### config.mk
export PLATFORM = sky130hd
export DESIGN_NAME = infix_expression_evaluator
export DESIGN_NICKNAME = d
export VERILOG_FILES = /design/src/rtl/iee_pkg.sv /design/src/rtl/iee_muldiv.sv /design/src/rtl/infix_expression_evaluator.sv
export SDC_FILE = /design/constraint.sdc
export NUM_CORES = 1
export LEC_CHECK = 0
export CORE_MARGIN = 2
export CORE_UTILIZATION = 55
export CTS_CLUSTER_SIZE = 10
export DETAILED_ROUTE_END_ITERATION = 8
export DONT_BUFFER_PORTS = 1
export PLACE_DENSITY_LB_ADDON = 0.25
export SLEW_MARGIN = 5
export SYNTH_ARGS = -nofsm -noshare
export SYNTH_HDL_FRONTEND = slang
export SYNTH_SLANG_ARGS = --single-unit
### constraint.sdc
create_clock -name clk -period 7.1 [get_ports clk]
set_input_delay 1.065 -clock clk [delete_from_list [all_inputs] [get_ports clk]]
set_output_delay 1.065 -clock clk [all_outputs]
set_load 0.02 [all_outputs]
### src/rtl/iee_pkg.sv
`timescale 1ns / 1ps
// ----------------------------------------------------------------------------
// iee_pkg: shared types and constants for the infix expression evaluator
// Request/result payloads, operator codes, character codes.
// ----------------------------------------------------------------------------
package iee_pkg;

	localparam int DEF_VALUE_WIDTH = 32;
	localparam int DIGIT_BASE      = 10;

	localparam logic [7:0] CH_0      = 8'h30;
	localparam logic [7:0] CH_9      = 8'h39;
	localparam logic [7:0] CH_PLUS   = 8'h2B;
	localparam logic [7:0] CH_MINUS  = 8'h2D;
	localparam logic [7:0] CH_TIMES  = 8'h2A;
	localparam logic [7:0] CH_DIVIDE = 8'h2F;

	typedef enum logic [1:0] {
		OP_PLUS,
		OP_MINUS,
		OP_TIMES,
		OP_DIVIDE
	} op_t;

	typedef struct packed {
		logic [7:0] ch;
		logic       last;
	} char_req_t;

	typedef struct packed {
		logic signed [31:0] value;
		logic               div_zero;
	} result_t;

	typedef struct packed {
		logic start;
		logic div;
	} mdu_ctrl_t;

endpackage

### src/rtl/iee_muldiv.sv
`timescale 1ns / 1ps
// ----------------------------------------------------------------------------
// iee_muldiv: iterative multiply / signed divide
// One adder shared by shift-add multiply and restoring divide, one bit per
// cycle. Divide truncates toward zero; the divisor is never zero here.
// ----------------------------------------------------------------------------
module iee_muldiv #(
	parameter int VALUE_WIDTH = iee_pkg::DEF_VALUE_WIDTH
) (
	input  logic                   clk,
	input  logic                   arst_n,
	input  iee_pkg::mdu_ctrl_t     ctrl,
	input  logic [VALUE_WIDTH-1:0] a,
	input  logic [VALUE_WIDTH-1:0] b,
	output logic                   done,
	output logic [VALUE_WIDTH-1:0] result
);

	localparam int VW = VALUE_WIDTH;
	localparam int CW = $clog2(VW);

	typedef enum logic [1:0] {
		U_IDLE,
		U_RUN,
		U_FIN
	} ustate_t;

	ustate_t         state_q;
	logic [CW-1:0]   cnt_q;
	logic            div_q;
	logic            neg_q;
	logic [VW-1:0]   acc_q;
	logic [VW-1:0]   opnd_q;
	logic [VW-1:0]   shf_q;
	logic            done_q;
	logic [VW-1:0]   result_q;

	logic [VW-1:0]   rem_sh;
	logic [VW-1:0]   add_x;
	logic [VW-1:0]   add_y;
	logic [VW:0]     sum;
	logic [VW-1:0]   mag_a;
	logic [VW-1:0]   mag_b;

	always_comb begin
		rem_sh = {acc_q[VW-2:0], shf_q[VW-1]};
		if (div_q) begin
			add_x = rem_sh;
			add_y = ~opnd_q;
		end else begin
			add_x = acc_q;
			add_y = shf_q[0] ? opnd_q : '0;
		end
		sum   = {1'b0, add_x} + {1'b0, add_y} + (VW+1)'(div_q);
		mag_a = a[VW-1] ? VW'(-a) : a;
		mag_b = b[VW-1] ? VW'(-b) : b;
	end

	always_ff @(posedge clk or negedge arst_n) begin
		if (!arst_n) begin
			state_q <= U_IDLE;
			done_q  <= 1'b0;
			cnt_q   <= '0;
			div_q   <= 1'b0;
		end else begin
			done_q <= 1'b0;
			case (state_q)
				U_IDLE: begin
					if (ctrl.start) begin
						div_q   <= ctrl.div;
						neg_q   <= a[VW-1] ^ b[VW-1];
						acc_q   <= '0;
						opnd_q  <= ctrl.div ? mag_b : a;
						shf_q   <= ctrl.div ? mag_a : b;
						cnt_q   <= CW'(VW-1);
						state_q <= U_RUN;
					end
				end
				U_RUN: begin
					if (div_q) begin
						acc_q <= sum[VW] ? sum[VW-1:0] : rem_sh;
						shf_q <= {shf_q[VW-2:0], sum[VW]};
					end else begin
						acc_q  <= sum[VW-1:0];
						opnd_q <= {opnd_q[VW-2:0], 1'b0};
						shf_q  <= {1'b0, shf_q[VW-1:1]};
					end
					cnt_q <= cnt_q - 1'b1;
					if (cnt_q == '0)
						state_q <= U_FIN;
				end
				U_FIN: begin
					if (div_q)
						result_q <= neg_q ? VW'(-shf_q) : shf_q;
					else
						result_q <= acc_q;
					done_q  <= 1'b1;
					state_q <= U_IDLE;
				end
				default: state_q <= U_IDLE;
			endcase
		end
	end

	assign done   = done_q;
	assign result = result_q;

endmodule

### src/rtl/infix_expression_evaluator.sv
`timescale 1ns / 1ps
// ----------------------------------------------------------------------------
// infix_expression_evaluator: character-serial + - * / evaluator
// Running total, pending term, number being read and pending operator;
// * and / run on a shared iterative multiply/divide unit.
// ----------------------------------------------------------------------------
//  channel   dir  handshake                 payload
//  char      in   char_valid / char_stall   char_req (ch, last)
//  result    out  result_valid / result_stall result (value, div_zero)
//
//  Digit, space, or operator/last with + or - pending: one request per cycle.
//  Operator or last with * or / pending: the sequencer waits in S_WAIT for the
//  one-bit-per-cycle multiply/divide unit; divide by zero skips the unit.
//  Request with last: S_FIN then loads the output register, and waits there
//  while a previous result is still stalled in it.
//  Reset clears all but out_q and unit data; char_stall is high when busy.
// ----------------------------------------------------------------------------
module infix_expression_evaluator #(
	parameter int VALUE_WIDTH = iee_pkg::DEF_VALUE_WIDTH
) (
	input  logic               clk,
	input  logic               arst_n,
	input  logic               char_valid,
	output logic               char_stall,
	input  iee_pkg::char_req_t char_req,
	output logic               result_valid,
	input  logic               result_stall,
	output iee_pkg::result_t   result
);

	localparam int VW = VALUE_WIDTH;

	typedef enum logic [1:0] {
		S_IDLE,
		S_WAIT,
		S_FIN
	} state_t;

	state_t            state_q;
	logic [VW-1:0]     total_q;
	logic [VW-1:0]     term_q;
	logic [VW-1:0]     cur_q;
	iee_pkg::op_t      op_q;
	iee_pkg::op_t      nop_q;
	logic              isop_q;
	logic              last_q;
	logic              err_q;
	logic              out_valid_q;
	iee_pkg::result_t  out_q;

	logic              accept;
	logic              is_digit;
	logic              is_op;
	iee_pkg::op_t      new_op;
	logic [VW-1:0]     cur_n;
	logic signed [VW-1:0] final_sum;
	logic              out_free;

	iee_pkg::mdu_ctrl_t mdu_ctrl;
	logic               mdu_done;
	logic [VW-1:0]      mdu_result;

	always_comb begin
		accept   = char_valid && !char_stall;
		is_digit = char_req.ch inside {[iee_pkg::CH_0:iee_pkg::CH_9]};
		is_op    = 1'b1;
		new_op   = iee_pkg::OP_PLUS;
		case (char_req.ch)
			iee_pkg::CH_PLUS:   new_op = iee_pkg::OP_PLUS;
			iee_pkg::CH_MINUS:  new_op = iee_pkg::OP_MINUS;
			iee_pkg::CH_TIMES:  new_op = iee_pkg::OP_TIMES;
			iee_pkg::CH_DIVIDE: new_op = iee_pkg::OP_DIVIDE;
			default:            is_op  = 1'b0;
		endcase
		cur_n = cur_q;
		if (is_digit)
			cur_n = VW'(cur_q * VW'(iee_pkg::DIGIT_BASE)) + VW'(char_req.ch[3:0]);
		mdu_ctrl.start = accept && (is_op || char_req.last) &&
			(op_q == iee_pkg::OP_TIMES || (op_q == iee_pkg::OP_DIVIDE && cur_n != '0));
		mdu_ctrl.div   = (op_q == iee_pkg::OP_DIVIDE);
		final_sum = total_q + term_q;
		out_free  = !(out_valid_q && result_stall);
	end

	iee_muldiv #(
		.VALUE_WIDTH(VW)
	) u_muldiv (
		.clk    (clk),
		.arst_n (arst_n),
		.ctrl   (mdu_ctrl),
		.a      (term_q),
		.b      (cur_n),
		.done   (mdu_done),
		.result (mdu_result)
	);

	always_ff @(posedge clk or negedge arst_n) begin
		if (!arst_n) begin
			state_q     <= S_IDLE;
			total_q     <= '0;
			term_q      <= '0;
			cur_q       <= '0;
			op_q        <= iee_pkg::OP_PLUS;
			nop_q       <= iee_pkg::OP_PLUS;
			isop_q      <= 1'b0;
			last_q      <= 1'b0;
			err_q       <= 1'b0;
			out_valid_q <= 1'b0;
		end else begin
			if (out_valid_q && !result_stall && state_q != S_FIN)
				out_valid_q <= 1'b0;
			case (state_q)
				S_IDLE: begin
					if (accept) begin
						if (!(is_op || char_req.last)) begin
							cur_q <= cur_n;
						end else begin
							cur_q <= '0;
							if (mdu_ctrl.start) begin
								nop_q   <= new_op;
								isop_q  <= is_op;
								last_q  <= char_req.last;
								state_q <= S_WAIT;
							end else begin
								case (op_q)
									iee_pkg::OP_PLUS: begin
										total_q <= total_q + term_q;
										term_q  <= cur_n;
									end
									iee_pkg::OP_MINUS: begin
										total_q <= total_q + term_q;
										term_q  <= VW'(-cur_n);
									end
									default: begin
										// divide by zero
										term_q <= '0;
										err_q  <= 1'b1;
									end
								endcase
								if (is_op)
									op_q <= new_op;
								if (char_req.last)
									state_q <= S_FIN;
							end
						end
					end
				end
				S_WAIT: begin
					if (mdu_done) begin
						term_q <= mdu_result;
						if (isop_q)
							op_q <= nop_q;
						state_q <= last_q ? S_FIN : S_IDLE;
					end
				end
				S_FIN: begin
					if (out_free) begin
						out_q.value    <= 32'(final_sum);
						out_q.div_zero <= err_q;
						out_valid_q    <= 1'b1;
						total_q        <= '0;
						term_q         <= '0;
						cur_q          <= '0;
						op_q           <= iee_pkg::OP_PLUS;
						err_q          <= 1'b0;
						state_q        <= S_IDLE;
					end
				end
				default: state_q <= S_IDLE;
			endcase
		end
	end

	assign char_stall   = (state_q != S_IDLE);
	assign result_valid = out_valid_q;
	assign result       = out_q;

	a_done_in_wait: assert property (@(posedge clk) disable iff (!arst_n)
		mdu_done |-> state_q == S_WAIT)
		else $error("multiply/divide result outside wait state");

	a_result_from_fin: assert property (@(posedge clk) disable iff (!arst_n)
		$rose(result_valid) |-> $past(state_q) == S_FIN)
		else $error("result loaded without finishing an expression");

	a_clear_after_result: assert property (@(posedge clk) disable iff (!arst_n)
		(state_q == S_FIN && out_free) |=>
		(state_q == S_IDLE && total_q == '0 && term_q == '0 && !err_q))
		else $error("state not cleared after result");

	a_start_only_idle: assert property (@(posedge clk) disable iff (!arst_n)
		mdu_ctrl.start |=> state_q == S_WAIT)
		else $error("unit started without entering wait state");

endmodule

==> flow_metrics.env, run 1 <==
export IMPL_regToRegEndpoint="u_muldiv.acc_q[10]"
export IMPL_io_pins=48
export IMPL_start_util_pct=55.8
export IMPL_yosysWarningCount=0
export IMPL_ant_nets=0
export IMPL_power_mw=10.2
export IMPL_slowest_stage="o21ai_1"
export IMPL_cts_sinks=277
export IMPL_min_period_ns=6.48
export IMPL_core_area_um2=38600
export IMPL_dr_pass1_iters=7
export IMPL_cts_root_buf="clkbuf_16"
export IMPL_cts_path_max_buffers=3
export IMPL_cp_endpoint="u_muldiv.acc_q[10]"
export IMPL_drv_slew=0
export IMPL_start_kind="flop"
export IMPL_peakVddDrop_mv=0.244
export IMPL_drc=0
export IMPL_dieWidth_um=202
export IMPL_cap_violations=0
export IMPL_outcome="complete, no violations"
export IMPL_cts_repair_resized=0
export IMPL_clk_latency_ns=0.55
export IMPL_final_hold_violation_count=0
export IMPL_p_leak_nw=9.75
export IMPL_slew_headroom_pct=21.6
export IMPL_syn_avg_cell_area_um2=8.99
export IMPL_grt_total_usage_pct=30.7
export IMPL_die_area_um2=40800
export IMPL_path_class="reg2reg"
export IMPL_finalWirelength_um=63000
export IMPL_drt_iter0_markers=1645
export IMPL_nNetsFinal=2493
export IMPL_area_growth_syn_to_layout_pct=7.15
export IMPL_grt_max_degree=119
export IMPL_avgRoutedWirePerCell_um=21.8
export IMPL_port_buffer_count=0
export IMPL_arrival_ns=6.63
export IMPL_globalplace_congestion=0.933
export IMPL_met2_length_um=30500
export IMPL_crit_cells=15
export IMPL_synth_seq_area_share_pct=35.9
export IMPL_ff2ff_path_depth=15
export IMPL_overflow=0
export IMPL_syn_area_um2=21600
export IMPL_synth_seq_cells=277
export IMPL_seq_area_um2=7750
export IMPL_wl_met3_um=3940
export IMPL_synthDistinctLibCells=89
export IMPL_synthCells=2397
export IMPL_hold_buffers=0
export IMPL_wl_met1_um=25300
export IMPL_ys_flop_type="edfxtp_1"
export IMPL_synth_edf_count=162
export IMPL_path_buf_inv=1
export IMPL_grt_setup_unrepaired="no"
export IMPL_fin_crit_sh_pct=91.2
export IMPL_vias=18800
export IMPL_syn_num_nets=2544
export IMPL_cts_tree="built"
export IMPL_reg2reg_from="cur_q[13]"
export IMPL_cts_buffers_inserted=36
export IMPL_required_ns=7.25
export IMPL_critPathTopFamily="compound AO/OA/AOI/OAI gates"
export IMPL_fin_skew_ns=0.0212
export IMPL_async_flop_share_pct=41.5
export IMPL_crit_top_cell="ha_1"
export IMPL_grt_pass1_wl_um=99900
export IMPL_diodes=0
export IMPL_crit_start="cur_q[13]"
export IMPL_dp_hpwl_um=45400
export IMPL_fin_setup_tns_ns=0
export IMPL_antenna_found_initial=0
export IMPL_cp_slowest_stage_delay_ns=0.70
export IMPL_r2r_slack_ns=0.62
export IMPL_path_cells="ha_1, ha_1, a21o_1, a211oi_1, o211ai_1, a2111oi_0, nor3_1, nor4_4, nand4_1, xnor2_1, o21ai_1, or3_4, o311ai_2, a21oi_4, buf_4"
export IMPL_setup_viol=0
export IMPL_cts_setup_buffers=0
export IMPL_num_fill_cells=3273
export IMPL_path_clk_slew_ns=0.06
export IMPL_grt_pass1_vias=18400
export IMPL_worstHoldPathType="in2async"
export IMPL_htreeDepth=2
export IMPL_die_y_um=202
export IMPL_cp_end_kind="flop"
export IMPL_drive_gt1_share_pct=7.08
export IMPL_timing_fmax_mhz=154
export IMPL_crit_fanout=64
export IMPL_fp_row_count=72
export IMPL_highest_layer="met4"
export IMPL_tightest_slew_ns=1.18
export IMPL_cellPowerDensity_nw_per_um2=442
export IMPL_vias_per_cell=6.51
export IMPL_multiInputGateArea_um2=13200
[per-stage QoR]
step	hold slack (ns)	util, %	std cells	instance area, um2	setup WS (ns)
2_1_floorplan	0.425	-	2397	21600	0.732
3_3_place_gp	0.448	57.0	2826	22000	0.846
3_5_place_dp	0.450	57.0	2826	22000	0.699
4_1_cts	0.189	59.8	2890	23100	0.678
5_1_grt	0.194	59.8	2890	23100	0.00872
6_report	0.212	59.8	2890	23100	0.624
[Yosys cell counts, types with 7 or more instances]
| master | instances | area share (%) |
|---|---|---|
| o211ai_1 | 42 | 1.5 |
| a211oi_1 | 20 | 0.70 |
| nor3b_1 | 9 | 0.31 |
| inv_1 | 51 | 0.89 |
| xnor2_1 | 116 | 4.7 |
| mux2_2 | 39 | 2.0 |
| nand2_1 | 295 | 5.1 |
| edfxtp_1 | 162 | 23 |
| buf_1 | 15 | 0.26 |
| o21ai_0 | 228 | 5.3 |
| nand3_1 | 40 | 0.93 |
| nor2b_1 | 17 | 0.49 |
| and3_1 | 21 | 0.61 |
| a21oi_1 | 165 | 3.8 |
| and2_1 | 14 | 0.41 |
| o21bai_1 | 7 | 0.24 |
| o41ai_1 | 12 | 0.49 |
| a21boi_0 | 10 | 0.35 |
| or3_1 | 27 | 0.78 |
| dfrtp_1 | 115 | 13 |
| nand4_1 | 20 | 0.58 |
| ha_1 | 129 | 7.5 |
| nand2b_1 | 26 | 0.75 |
| a31oi_1 | 17 | 0.49 |
| clkbuf_1 | 98 | 1.7 |
| and4_1 | 7 | 0.28 |
| a21o_1 | 36 | 1.3 |
| xor2_1 | 80 | 3.3 |
| o21a_1 | 18 | 0.63 |
| mux2_1 | 27 | 1.4 |
| or2_2 | 8 | 0.23 |
| o31ai_1 | 28 | 0.98 |
| or4_1 | 19 | 0.66 |
| a211o_1 | 8 | 0.33 |
| mux2i_1 | 50 | 2.3 |
| a31o_2 | 9 | 0.37 |
| a22o_1 | 70 | 2.8 |
| nor4_1 | 17 | 0.49 |
| nor2_1 | 172 | 3.0 |
| nor3_1 | 38 | 0.88 |
[where the power goes]
part / switching [mW] / internal, mW
Combinational: 3.21 / 2.10
Sequential: 0.713 / 2.48
Clock: 0.710 / 0.997
[worst min path at each step]
stage	startpoint	slack (ns)	endpoint
after floorplan	err_q	0.42	result[0]
after global placement	err_q	0.45	result[0]
after detailed placement	err_q	0.45	result[0]
after CTS	arst_n	0.19	cur_q[10]
after global routing	arst_n	0.19	total_q[28]
final	arst_n	0.21	total_q[25]
[cells in the final DEF, fill, tap and decap left out, drive strengths merged, types with 10 or more instances in the layout]
master / Yosys / final
nor4: 20 / 20
nor3: 38 / 38
ha: 129 / 129
nand2b: 26 / 26
o41ai: 12 / 12
and2: 14 / 14
clkbuf: 98 / 57
mux2i: 50 / 50
or4: 20 / 20
a31oi: 19 / 19
nor2: 172 / 172
a21boi: 10 / 10
nand4: 20 / 20
a21o: 36 / 36
a22o: 70 / 70
a21oi: 165 / 165
o21ai: 235 / 235
buf: 25 / 34
nand3: 41 / 41
nor2b: 18 / 18
dfrtp: 115 / 115
o211ai: 42 / 42
nand2: 295 / 295
o31ai: 29 / 29
edfxtp: 162 / 162
a211oi: 20 / 20
o21a: 18 / 18
mux2: 66 / 66
xnor2: 116 / 116
or3: 28 / 28
inv: 51 / 53
and3: 21 / 21
xor2: 80 / 80
[state kept, by name (all words and copies together), names as in the netlist]
name	flops
cur_q	32
err_q	1
isop_q	1
last_q	1
nop_q	2
op_q	2
result	33
result_valid	1
state_q	2
term_q	32
total_q	32
u_muldiv.acc_q	32
u_muldiv.cnt_q	5
u_muldiv.div_q	1
u_muldiv.done	1
u_muldiv.neg_q	1
u_muldiv.opnd_q	32
u_muldiv.result	32
u_muldiv.shf_q	32
u_muldiv.state_q	2
[cell type report]
cell class | instances | share of cell area (%)
Tap cell | 518 | 2.81
Clock buffer | 57 | 4.46
Timing Repair Buffer | 34 | 1.11
Multi-Input combinational cell | 1945 | 57.0
Clock inverter | 7 | 0.200
Inverter | 52 | 0.845
Sequential cell | 277 | 33.5
[logic make-up after synthesis]
group	after synthesis	share of synthesized area, %
AND/OR/NAND/NOR	755	16.7
AO/OA/AOI/OAI	744	22.4
flip-flops	277	35.9
XOR/XNOR	196	7.96
buffers and inverters	175	3.25
adder cells (fa/ha/maj)	134	7.95
multiplexers	116	5.77
[routing by layer]
layer	vias up	global-route usage, %
met5	-	0
met4	0	15.7
li1	8795	-
met2	739	52.3
met1	9082	38.1
met3	191	4.43
No activity file was read; power rests on OpenSTA's default activity.
==> run 2: changes to the inputs <==
CTS_BUF_LIST = sky130_fd_sc_hd__clkbuf_8   (was unset)
==> run 2 against run 1 <==
Net effect:
- global-route usage barely moved
- die area did not move
- register-to-register slack is essentially flat
- sequential power about the same
- critical path depth grew 1
- critical endpoint is now term_q[7]
- maximum frequency is essentially flat
- routed wire length about the same
- power decreased by 1.0%
- worst setup slack worse by 0.0058 ns
- via count is 0.63% higher
==> flow_metrics.env, run 2 (synthesis results as in run 1) <==
export IMPL_outcome="complete, no violations"
export IMPL_required_ns=7.60
export IMPL_globalplace_congestion=0.933
export IMPL_dp_cells=2826
export IMPL_cts_repair_resized=0
export IMPL_met1_usage_pct=37.7
export IMPL_stdcell_count=2921
export IMPL_start_util_pct=55.8
export IMPL_setup_viol=0
export IMPL_cts_tree="built"
export IMPL_fin_setup_tns_ns=0
export IMPL_drive_gt1_share_pct=8.16
export IMPL_min_period_ns=6.48
export IMPL_fin_skew_ns=0.0235
export IMPL_dp_hpwl_um=45400
export IMPL_hold_buffers=0
export IMPL_htreeDepth=2
export IMPL_layout_commonest_cell="nand2_1"
export IMPL_use_met3_pct=5.03
export IMPL_fp_row_count=72
export IMPL_setup_ws_ns=0.619
export IMPL_timing_fmax_mhz=154
export IMPL_slew_headroom_pct=21.6
export IMPL_cts_setup_buffers=0
export IMPL_dr_pass1_iters=5
export IMPL_start_kind="flop"
export IMPL_worstHoldPathType="in2async"
export IMPL_vias=18900
export IMPL_holdWs_ns=0.137
export IMPL_dpl_cell_area_um2=22000
export IMPL_overflow=0
export IMPL_vias_per_cell=6.48
export IMPL_grt_pass1_wl_um=99700
export IMPL_area_growth_syn_to_layout_pct=7.13
export IMPL_grt_setup_unrepaired="no"
export IMPL_die_area_um2=40800
export IMPL_cts_path_max_buffers=3
export IMPL_design_area_um2=23100
export IMPL_drt_iter0_markers=1706
export IMPL_grt_pass1_vias=18400
export IMPL_clk_latency_ns=0.64
export IMPL_avgRoutedWirePerCell_um=21.6
export IMPL_cap_violations=0
export IMPL_fin_util_pct=59.8
export IMPL_tightest_slew_ns=1.18
export IMPL_dieWidth_um=202
export IMPL_drv_slew=0
export IMPL_path_clk_slew_ns=0.06
export IMPL_power_mw=10.1
export IMPL_place_ws_ns=0.699
export IMPL_port_buffer_count=0
export IMPL_grt_max_degree=119
export IMPL_peakVddDrop_mv=0.225
export IMPL_ant_nets=0
export IMPL_cts_root_buf="clkbuf_8"
export IMPL_cellPowerDensity_nw_per_um2=438
export IMPL_drc=0
export IMPL_crit_fanout=32
export IMPL_arrival_ns=6.98
export IMPL_cts_sinks=277
export IMPL_core_area_um2=38600
export IMPL_antenna_found_initial=0
export IMPL_fin_crit_sh_pct=91.3
export IMPL_io_pins=48
export IMPL_most_common_layout_cells="294 x nand2_1, 228 x o21ai_0, 169 x nor2_1"
export IMPL_largest_reg_flops=33
export IMPL_path_class="reg2reg"
export IMPL_cts_buffers_inserted=51
export IMPL_finalWirelength_um=63100
export IMPL_diodes=0
export IMPL_final_hold_violation_count=0
export IMPL_die_y_um=202
export IMPL_p_leak_nw=9.83
export IMPL_nNetsFinal=2508
export IMPL_top_usage_layer="met2"
export IMPL_grtUsageMet2_pct=52.1
export IMPL_r2r_slack_ns=0.62
export IMPL_grt_total_usage_pct=30.7
export IMPL_cp_end_kind="flop"
-- run 2: changes by cell type in the layout (fill, tap and decap cells not counted) --
cell and delta:
a2111oi_1 -1, a2111oi_2 +1, bufinv_16 +2, clkbuf_1 -17, clkbuf_16 -37, clkbuf_8 +62
clkinv_1 +7, clkinv_2 +3, clkinv_4 -1, inv_1 +14, inv_6 -2
-- run 2: critical path: stages, from the launching register on --
cell,delay (ns)
dfrtp_1,0.48
ha_1,0.31
ha_1,0.42
a21o_1,0.26
a211oi_1,0.55
o211ai_1,0.24
a2111oi_0,0.59
nor3_1,0.23
nor4_4,0.50
a31oi_1,0.18
o31ai_1,0.49
nand4_1,0.32
or3_4,0.46
o311ai_2,0.45
nand2b_1,0.14
buf_4,0.31
mux2_1,0.39
-- run 2: path summary, 6_finish.rpt --
kind | start | to | depth (start not counted)
worst max register to register | cur_q[13] | term_q[7] | 16
worst min register to register | err_q | result[0] | 0
worst max-delay path | cur_q[13] | term_q[7] | 16
min in group clk | err_q | result[0] | 0
max in group asynchronous | arst_n | term_q[9] | 0
worst min-delay path | arst_n | term_q[14] | 0
-- run 2: metal layers --
layer  up-vias  wire length [um]  share of wire, %
li1       8837                 -                 -
met1      9165             25500                40
met2       742             30400                48
met3       182              4110               6.5
met4         0              3100               4.9
met5         -                 0                 0
-- run 2: area by class of cell --
class	instances	area (um2)
fillers	3296	15600
multi-input cells	1945	13200
flip-flops and latches	277	7750
clock buffers	65	895
well taps	518	648
repair buffers	34	255
inverters	52	195
clock inverters	30	174
-- run 2: power by group --
part / switching [mW] / internal (mW) / total, mW / leakage [nW]
combinational: 3.21 / 2.10 / 5.31 / 6.12
sequential: 0.713 / 2.48 / 3.19 / 3.10
clock: 0.718 / 0.892 / 1.61 / 0.609
